[src/rtl/gbn_pkg.sv]
// gbn_pkg: shared types and constants of the go-back-n sender window.
// Used by go_back_n_sender_window_unit and the testbench; depends on nothing.
package gbn_pkg;

  localparam int BUFFER_DEPTH = 16;
  localparam int MAX_WINDOW   = 8;

  // action codes of an input word
  localparam logic [1:0] ACT_IDLE    = 2'd0;
  localparam logic [1:0] ACT_OFFER   = 2'd1;
  localparam logic [1:0] ACT_RESTART = 2'd2;

  // configuration register indexes
  localparam logic CFG_WINDOW_SIZE   = 1'b0;
  localparam logic CFG_TIMEOUT_TICKS = 1'b1;

  localparam int CFG_DATA_W = 16;

  typedef struct packed {
    logic [1:0]  action;
    logic [15:0] packet_tag;
    logic        ack_valid;
    logic        ack_positive;
    logic [31:0] ack_number;
  } in_word_t;

  typedef struct packed {
    logic        send_valid;
    logic [31:0] send_seq;
    logic [15:0] send_tag;
    logic        send_is_resend;
    logic        window_full;
    logic        timeout_fired;
    logic        ack_taken;
    logic [31:0] window_base;
    logic [31:0] next_sequence;
    logic [3:0]  in_flight;
  } out_word_t;

  typedef enum logic [3:0] {
    ST_IDLE   = 4'b0001,
    ST_RDTICK = 4'b0010,
    ST_RDTAG  = 4'b0100,
    ST_EXEC   = 4'b1000
  } state_t;

endpackage

[src/rtl/gbn_ram.sv]
// gbn_ram: generic single-write, single-read RAM with registered read data.
// Depends on nothing; instanced for the tag and send-tick stores.
module gbn_ram #(
  parameter int Width = 16,
  parameter int Depth = 16
) (
  input  logic                     clk,
  input  logic                     we,
  input  logic [$clog2(Depth)-1:0] waddr,
  input  logic [Width-1:0]         wdata,
  input  logic [$clog2(Depth)-1:0] raddr,
  output logic [Width-1:0]         rdata
);

  logic [Width-1:0] mem [Depth];
  logic [Width-1:0] rdata_r;

  always_ff @(posedge clk) begin
    if (we) begin
      mem[waddr] <= wdata;
    end
    rdata_r <= mem[raddr];
  end

  assign rdata = rdata_r;

endmodule

[src/rtl/go_back_n_sender_window_unit.sv]
// Result path: an accepted input word steps through ST_RDTICK, ST_RDTAG and ST_EXEC; the result
//   word is loaded when ST_EXEC executes, which waits while a held result word is stalled.
// Input flow: a new input word is taken only in idle, after the last one has executed; the
//   sequencer walks idle, base send-tick read, resend-tag read, execute; store reads are registered.
// Reset (rst_n low, synchronous): window empty, sequence numbers and tick 0,
//   window_size 8, timeout_ticks 10; the two stores keep undefined contents.
module go_back_n_sender_window_unit #(
  parameter int BufferDepth = gbn_pkg::BUFFER_DEPTH,  // power of two
  parameter int MaxWindow   = gbn_pkg::MAX_WINDOW
) (
  input  logic                            clk,
  input  logic                            rst_n,
  input  logic                            in_valid,
  output logic                            in_stall,
  input  gbn_pkg::in_word_t               in_data,
  output logic                            out_valid,
  input  logic                            out_stall,
  output gbn_pkg::out_word_t              out_data,
  input  logic                            cfg_we,
  input  logic                            cfg_index,
  input  logic [gbn_pkg::CFG_DATA_W-1:0]  cfg_wdata
);

  localparam int IDX_W = $clog2(BufferDepth);
  localparam int CNT_W = $clog2(MaxWindow + 1);
  localparam int CMP_W = (CNT_W > 4) ? CNT_W : 4;

  // ---------------------------------------------------------------------------
  // Configuration registers
  // ---------------------------------------------------------------------------
  logic [3:0]  win_size_r;
  logic [15:0] timeout_r;

  always_ff @(posedge clk) begin
    if (!rst_n) begin
      win_size_r <= 4'd8;
      timeout_r  <= 16'd10;
    end else if (cfg_we) begin
      case (cfg_index)
        gbn_pkg::CFG_WINDOW_SIZE:   win_size_r <= cfg_wdata[3:0];
        gbn_pkg::CFG_TIMEOUT_TICKS: timeout_r  <= cfg_wdata[15:0];
        default:                    win_size_r <= win_size_r;
      endcase
    end
  end

  // ---------------------------------------------------------------------------
  // Window state, sequencer and the held input word
  // ---------------------------------------------------------------------------
  gbn_pkg::state_t   state_r, state_nxt;
  gbn_pkg::in_word_t item_r;
  logic [31:0]       base_seq_r, base_seq_nxt;
  logic [31:0]       next_seq_r, next_seq_nxt;
  logic [CNT_W-1:0]  out_cnt_r, out_cnt_nxt;
  logic [31:0]       tick_r, tick_nxt;
  logic              resend_active_r, resend_active_nxt;
  logic [31:0]       resend_pos_r, resend_pos_nxt;
  logic              tfired_r, tfired_nxt;
  logic              out_valid_r, out_valid_nxt;
  gbn_pkg::out_word_t out_data_r, out_data_nxt;

  logic in_acc;
  logic exec_go;

  assign in_stall = (state_r != gbn_pkg::ST_IDLE);
  assign in_acc   = in_valid && !in_stall;
  // execute only when the output register is free or being emptied
  assign exec_go  = (state_r == gbn_pkg::ST_EXEC) && !(out_valid_r && out_stall);

  // ---------------------------------------------------------------------------
  // Stores: tag and last send tick per buffer slot
  // ---------------------------------------------------------------------------
  logic             tag_we, tick_we;
  logic [IDX_W-1:0] tag_waddr, tick_waddr, tag_raddr, tick_raddr;
  logic [15:0]      tag_wdata, tag_rdata;
  logic [31:0]      tick_wdata, tick_rdata;

  // store writes happen only on the executing cycle
  logic tag_we_q, tick_we_q;
  assign tag_we_q  = tag_we && exec_go;
  assign tick_we_q = tick_we && exec_go;

  gbn_ram #(.Width(16), .Depth(BufferDepth)) u_tag_ram (
    .clk   (clk),
    .we    (tag_we_q),
    .waddr (tag_waddr),
    .wdata (tag_wdata),
    .raddr (tag_raddr),
    .rdata (tag_rdata)
  );

  gbn_ram #(.Width(32), .Depth(BufferDepth)) u_tick_ram (
    .clk   (clk),
    .we    (tick_we_q),
    .waddr (tick_waddr),
    .wdata (tick_wdata),
    .raddr (tick_raddr),
    .rdata (tick_rdata)
  );

  // base slot's send tick is read while in ST_RDTICK, lands in ST_RDTAG
  assign tick_raddr = base_seq_r[IDX_W-1:0];

  // ---------------------------------------------------------------------------
  // Timeout check (ST_RDTAG): age of the base packet against the timeout
  // ---------------------------------------------------------------------------
  logic [31:0] base_age;
  logic        fire;
  logic [31:0] pos_sel;

  assign base_age = tick_r - tick_rdata;
  assign fire     = (out_cnt_r != '0) && (base_age >= {16'd0, timeout_r});
  assign pos_sel  = fire ? base_seq_r : resend_pos_r;
  // resend tag is read while in ST_RDTAG, lands in ST_EXEC
  assign tag_raddr = pos_sel[IDX_W-1:0];

  // ---------------------------------------------------------------------------
  // Execute (ST_EXEC): at most one transmission, then the cumulative ack
  // ---------------------------------------------------------------------------
  logic [CMP_W-1:0] ws_ext, win_eff;
  logic             offer;
  logic             sv, resend, wfull, taken;
  logic [31:0]      sseq;
  logic [15:0]      stag;
  logic [31:0]      x_next, x_pos, x_base;
  logic [CNT_W-1:0] x_cnt, ack_n;
  logic             x_active;
  logic [31:0]      ack_dist, ack_span, pos_off;

  assign ws_ext  = CMP_W'(win_size_r);
  // clamp the window register to 1..MaxWindow
  assign win_eff = (ws_ext == '0) ? CMP_W'(1) :
                   ((ws_ext > CMP_W'(MaxWindow)) ? CMP_W'(MaxWindow) : ws_ext);
  assign offer   = (item_r.action == gbn_pkg::ACT_OFFER) ||
                   (item_r.action == gbn_pkg::ACT_RESTART);

  always_comb begin
    sv         = 1'b0;
    resend     = 1'b0;
    wfull      = 1'b0;
    taken      = 1'b0;
    sseq       = '0;
    stag       = '0;
    x_next     = next_seq_r;
    x_pos      = resend_pos_r;
    x_base     = base_seq_r;
    x_cnt      = out_cnt_r;
    x_active   = resend_active_r;
    ack_n      = '0;
    tag_we     = 1'b0;
    tick_we    = 1'b0;
    tag_waddr  = next_seq_r[IDX_W-1:0];
    tag_wdata  = item_r.packet_tag;
    tick_waddr = next_seq_r[IDX_W-1:0];
    tick_wdata = tick_r;

    // transmission: resend first, else a new packet if the window has room
    if (resend_active_r && (out_cnt_r != '0)) begin
      if (resend_pos_r != next_seq_r) begin
        sv         = 1'b1;
        resend     = 1'b1;
        sseq       = resend_pos_r;
        stag       = tag_rdata;
        tick_we    = 1'b1;
        tick_waddr = resend_pos_r[IDX_W-1:0];
        x_pos      = resend_pos_r + 32'd1;
        if (x_pos == next_seq_r) begin
          x_active = 1'b0;
        end
      end else begin
        x_active = 1'b0;
      end
    end else if (offer) begin
      if (CMP_W'(out_cnt_r) >= win_eff) begin
        wfull = 1'b1;
      end else begin
        tag_we  = 1'b1;
        tick_we = 1'b1;
        sv      = 1'b1;
        sseq    = next_seq_r;
        stag    = item_r.packet_tag;
        x_next  = next_seq_r + 32'd1;
        x_cnt   = out_cnt_r + CNT_W'(1);
      end
    end

    // cumulative ack inside [base, next] slides the window in one step
    ack_dist = item_r.ack_number - base_seq_r;
    ack_span = x_next - base_seq_r;
    pos_off  = x_pos - base_seq_r;
    if (item_r.ack_valid && item_r.ack_positive && (ack_dist <= ack_span)) begin
      taken  = 1'b1;
      ack_n  = (ack_dist < 32'(x_cnt)) ? ack_dist[CNT_W-1:0] : x_cnt;
      x_base = base_seq_r + 32'(ack_n);
      x_cnt  = x_cnt - ack_n;
      if (x_active && (x_cnt == '0)) begin
        x_active = 1'b0;
      end
      if (x_active && (pos_off < 32'(ack_n))) begin
        x_pos = x_base;
      end
    end
  end

  // ---------------------------------------------------------------------------
  // Next-state logic
  // ---------------------------------------------------------------------------
  always_comb begin
    state_nxt         = state_r;
    base_seq_nxt      = base_seq_r;
    next_seq_nxt      = next_seq_r;
    out_cnt_nxt       = out_cnt_r;
    tick_nxt          = tick_r;
    resend_active_nxt = resend_active_r;
    resend_pos_nxt    = resend_pos_r;
    tfired_nxt        = tfired_r;
    out_valid_nxt     = out_valid_r && out_stall;
    out_data_nxt      = out_data_r;

    case (state_r)
      gbn_pkg::ST_IDLE: begin
        if (in_acc) begin
          state_nxt = gbn_pkg::ST_RDTICK;
          // restart clears the window and restarts the tick at 1 before the slot runs; else tick advances
          if (in_data.action == gbn_pkg::ACT_RESTART) begin
            base_seq_nxt      = '0;
            next_seq_nxt      = '0;
            out_cnt_nxt       = '0;
            resend_active_nxt = 1'b0;
            resend_pos_nxt    = '0;
            tick_nxt          = 32'd1;
          end else begin
            tick_nxt = tick_r + 32'd1;
          end
        end
      end
      gbn_pkg::ST_RDTICK: begin
        state_nxt = gbn_pkg::ST_RDTAG;
      end
      gbn_pkg::ST_RDTAG: begin
        state_nxt         = gbn_pkg::ST_EXEC;
        tfired_nxt        = fire;
        resend_active_nxt = fire || resend_active_r;
        resend_pos_nxt    = pos_sel;
      end
      gbn_pkg::ST_EXEC: begin
        if (exec_go) begin
          state_nxt         = gbn_pkg::ST_IDLE;
          base_seq_nxt      = x_base;
          next_seq_nxt      = x_next;
          out_cnt_nxt       = x_cnt;
          resend_active_nxt = x_active;
          resend_pos_nxt    = x_pos;
          out_valid_nxt     = 1'b1;
          out_data_nxt.send_valid     = sv;
          out_data_nxt.send_seq       = sseq;
          out_data_nxt.send_tag       = stag;
          out_data_nxt.send_is_resend = resend;
          out_data_nxt.window_full    = wfull;
          out_data_nxt.timeout_fired  = tfired_r;
          out_data_nxt.ack_taken      = taken;
          out_data_nxt.window_base    = x_base;
          out_data_nxt.next_sequence  = x_next;
          out_data_nxt.in_flight      = 4'(x_cnt);
        end
      end
      default: begin
        state_nxt = gbn_pkg::ST_IDLE;
      end
    endcase
  end

  always_ff @(posedge clk) begin
    if (!rst_n) begin
      state_r         <= gbn_pkg::ST_IDLE;
      base_seq_r      <= '0;
      next_seq_r      <= '0;
      out_cnt_r       <= '0;
      tick_r          <= '0;
      resend_active_r <= 1'b0;
      resend_pos_r    <= '0;
      tfired_r        <= 1'b0;
      out_valid_r     <= 1'b0;
    end else begin
      state_r         <= state_nxt;
      base_seq_r      <= base_seq_nxt;
      next_seq_r      <= next_seq_nxt;
      out_cnt_r       <= out_cnt_nxt;
      tick_r          <= tick_nxt;
      resend_active_r <= resend_active_nxt;
      resend_pos_r    <= resend_pos_nxt;
      tfired_r        <= tfired_nxt;
      out_valid_r     <= out_valid_nxt;
    end
  end

  // payload registers: hold the input word and the result word
  always_ff @(posedge clk) begin
    if (in_acc) begin
      item_r <= in_data;
    end
    out_data_r <= out_data_nxt;
  end

  assign out_valid = out_valid_r;
  assign out_data  = out_data_r;

`ifndef ASSERT_OFF
  // window count never exceeds MaxWindow
  a_cnt_max: assert property (@(posedge clk) disable iff (!rst_n)
    out_cnt_r <= CNT_W'(MaxWindow))
    else $error("in-flight count above window limit");

  // the window span always equals the in-flight count
  a_span: assert property (@(posedge clk) disable iff (!rst_n)
    (next_seq_r - base_seq_r) == 32'(out_cnt_r))
    else $error("window span and in-flight count disagree");

  // go-back retransmission is only pending with packets outstanding
  a_resend: assert property (@(posedge clk) disable iff (!rst_n)
    resend_active_r |-> (out_cnt_r != '0))
    else $error("resend pending with empty window");

  // an execute step always leaves a result word behind
  a_exec_out: assert property (@(posedge clk) disable iff (!rst_n)
    exec_go |=> out_valid_r)
    else $error("execute step lost its result word");
`endif

endmodule

[config.mk]
export PLATFORM = sky130hd
export DESIGN_NAME = go_back_n_sender_window_unit
export DESIGN_NICKNAME = d
export VERILOG_FILES = /design/src/rtl/gbn_pkg.sv /design/src/rtl/gbn_ram.sv /design/src/rtl/go_back_n_sender_window_unit.sv
export SDC_FILE = /design/constraint.sdc
export NUM_CORES = 2
export LEC_CHECK = 0
export ABC_AREA = 1
export BUFFER_PORTS_ARGS = -buffer_cell sky130_fd_sc_hd__buf_4
export CAP_MARGIN = 15
export CORE_MARGIN = 2
export CORE_UTILIZATION = 45
export DETAILED_ROUTE_END_ITERATION = 16
export GPL_TIMING_DRIVEN = 0
export PLACE_DENSITY = 0.72
export SYNTH_ARGS = -nofsm -noshare
export SYNTH_HDL_FRONTEND = slang
export SYNTH_HIERARCHICAL = 1
export SYNTH_SLANG_ARGS = --single-unit
[constraint.sdc]
create_clock -name clk -period 8.81 [get_ports clk]
set_input_delay 0.881 -clock clk [delete_from_list [all_inputs] [get_ports clk]]
set_output_delay 0.881 -clock clk [all_outputs]
set_load 0.02 [all_outputs]
==> summary.txt <==
Outcome
  • Status: completed

Setup path
  • Most used cell, CP: nand2_1
  • Startpoint types: register
  • Register-to-register setup slack: 550 ps
  • Delay of the slowest critical-path stage: 940 ps
  • Delay-heaviest family, CP: simple AND/OR/NAND/NOR gates
  • Worst setup EP type: register
  • Worst path slowest cell: o21ai_0
  • Kind of critical path: reg -> reg
  • CP Max Fanout: 10
  • CP arrival: 8630 ps
  • CP required: 9170 ps
  • Crit path buf inv count: 3

Yosys
  • Avg Cell Area, Syn: 8.61 µm²
  • Mapped Nets: 7284
  • Synth top area share: a little under half
  • Yosys warning total: 6
  • Sequential cell area fraction in the yosys report: a little over half
  • Number of flops mapped to enable cells by yosys: between 900 and 1000
  • Top_reg_cell synth: edfxtp_1
  • Most frequent cell after synthesis: nand2_1
  • Synth top cells by count: nand2_1, inv_1, edfxtp_1, nand3_1, a21oi_1
  • Post-Syn Area: ~0.060 mm²
  • Synth area leader: edfxtp_1
  • Async S/R FF share, synth: 0%
  • Synth unique cells: 61
  • Synth area leaders: edfxtp_1, nand2_1, inv_1, dfxtp_1, nand3_1
  • #FFs+latches synth: ~1100
  • Post-Synthesis Cells: between 7000 and 8000

Layout
  • Proportion of layout cells with a drive suffix above 1: 9.22%
  • Area Overhead vs Synth: 14.4%
  • Nets: 7637
  • Final Instance Count excl. Fillers: 9238

Clocking
  • Inserted Clock Buffers: 115
  • Max clock buf depth: 3
  • Clock transition at the registers of the reported paths: 70 ps
  • # H-tree levels: 3
  • Sink Count: between 1000 and 1500
  • Hold_buf cts: 0
  • CTS tree: yes
  • Clock Latency Late Sink: just under 800 ps
  • CTS root buffer: clkbuf_16

STA
  • F_max: 0.121 GHz
  • Final setup viols: 0
  • RSZ-0062 raised after global routing: false
  • Hold Fails Final Rpt: 0
  • Final WS setup: 548 ps
  • Final Skew: 68.0 ps
  • Worst-Margin Slew: 1250 ps
  • Slew HR: 15.8%
  • Max-slew violation count: 0
  • Final Critical Period: 8260 ps
  • Period utilisation layout: a little over nine tenths

Run
  • Max-cap viol count: 0

Floorplanning
  • Starting Density: 45.3%
  • Die area: about 0.14 mm²
  • Die Wd: 370 µm
  • Io pins: 197
  • Die span in y: about 370 µm
  • Row cnt: 134
  • Core area: 0.133 mm²

Hold path
  • Worst Hold Class: in -> reg

Place
  • Dpl cells: around 9000
  • GP Congestion: between 1 and 1.5
  • Setup WS pre-CTS: -1210 ps
  • Detail Placement HPWL: 145000 µm
  • IO buf count: 196

Routing
  • Routed via count: 50500
  • DRC viols: 0
  • Detailed Routing Iterations Pass 1: 6
  • Post-route ant nets: 0
  • Vias per cell: 5.46
  • Iter 0 DRT Violations: about 5900
  • Final WL: 195000 µm
  • Per-cell routed wire length: 21.1 µm

Power and ir drop
  • Leakage: 29.9 nW
  • Power Density: 176 mW/mm²
  • Peak VDD IR: 179 µV

Global route
  • Pin count of the biggest net entering global routing: 67
  • Total gr overflow: 0
  • First-pass GRT wire length: 286000 µm
  • Total track usage: between 20% and 30%
  • Initial antenna violation count: 6
  • Number of global-route vias before repair: 47000
[placed cells by master, fill, tap and decap left out, types with 112 or more instances in the layout]
cell type	n
clkbuf_1	112
nand2_1	2128
clkbuf_16	116
buf_4	228
ha_1	194
dfxtp_1	205
edfxtp_1	941
xor2_1	123
nand3_1	802
a21oi_1	306
o21ai_0	152
inv_1	1117
nor2_1	269
[stage by stage]
step | hold WS (ps) | power (mW) | area [µm²] | setup TNS (ps) | util, %
floorplan | 409 | 6.74 | 60300 | 0 | -
global placement | 453 | 7.11 | 64000 | -1929620 | 48.0
detailed placement | 455 | 7.13 | 64900 | -77330 | 48.7
CTS | 259 | 12.2 | 68900 | 0 | 51.7
global route | 261 | 12.5 | 69000 | 0 | 51.8
finish | 297 | 12.2 | 69000 | 0 | 51.8
[timing repair]
action | 4_1_cts | 5_1_grt
resized for setup | 17 | 27
endpoints found under the setup margin | 106 | 104
buffers inserted | 0 | 5
[final timing paths]
check / start / end / cells after the start
setup / recovery: next_seq_r[2]$_SDFFE_PN0P_ / out_data[39]$_DFFE_PP_ / 27
hold / removal: in_data[47] / tag_wdata[13]$_DFFE_PP_ / 1
setup reg to reg: next_seq_r[2]$_SDFFE_PN0P_ / out_data[39]$_DFFE_PP_ / 27
hold reg to reg: timeout_r[13]$_SDFFE_PN0P_ / timeout_r[13]$_SDFFE_PN0P_ / 2
[layout make-up]
cell class,instances,area (µm²)
Clock inverter,59,697
Timing Repair Buffer,236,2180
Fill cell,11900,64200
Buffer,254,1470
Antenna cell,4,10.0
Clock buffer,161,3280
Inverter,1145,4310
Multi-Input combinational cell,4463,22500
Sequential cell,1148,32400
Tap cell,1768,2210
[power by group]
part / total (mW) / internal [mW] / leakage [nW] / switching [mW]
Sequential: 5.97 / 5.90 / 10.7 / 0.0698
Clock: 5.10 / 2.91 / 1.93 / 2.19
Combinational: 1.10 / 0.341 / 17.2 / 0.755
Total: 12.2 / 9.15 / 29.9 / 3.01
[sequential cells by signal, summed over array words and instances (netlist names), 4 cells and up]
| name | count |
|---|---|
| u_tag_ram/mem | 256 |
| out_data | 121 |
| next_seq_r | 32 |
| u_tick_ram/rdata | 32 |
| item_r | 36 |
| timeout_r | 16 |
| u_tick_ram/mem | 512 |
| state_r | 4 |
| resend_pos_r | 32 |
| tag_wdata | 16 |
| u_tag_ram/rdata | 16 |
| win_size_r | 4 |
| tick_r | 32 |
| out_cnt_r | 4 |
| base_seq_r | 32 |
[layer usage]
layer  global-route usage, %  part of all wire, %  vias to the layer above
met5                       0               0.0067                        -
met4                    9.01                  3.3                        2
met3                    6.87                   12                      395
met2                    42.6                   44                     2655
met1                    38.6                   41                    23900
li1                        -                    -                    23500
[cells by family after synthesis]
kind of cell	Yosys count	share of synthesized area [%]
AO/OA/AOI/OAI	637	5.87
XOR/XNOR	191	2.77
adder cells (fa/ha/maj)	200	4.22
buffers and inverters	1399	9.54
flip-flops	1148	53.7
AND/OR/NAND/NOR	3435	23.9
No activity file was read; power rests on OpenSTA's default activity.
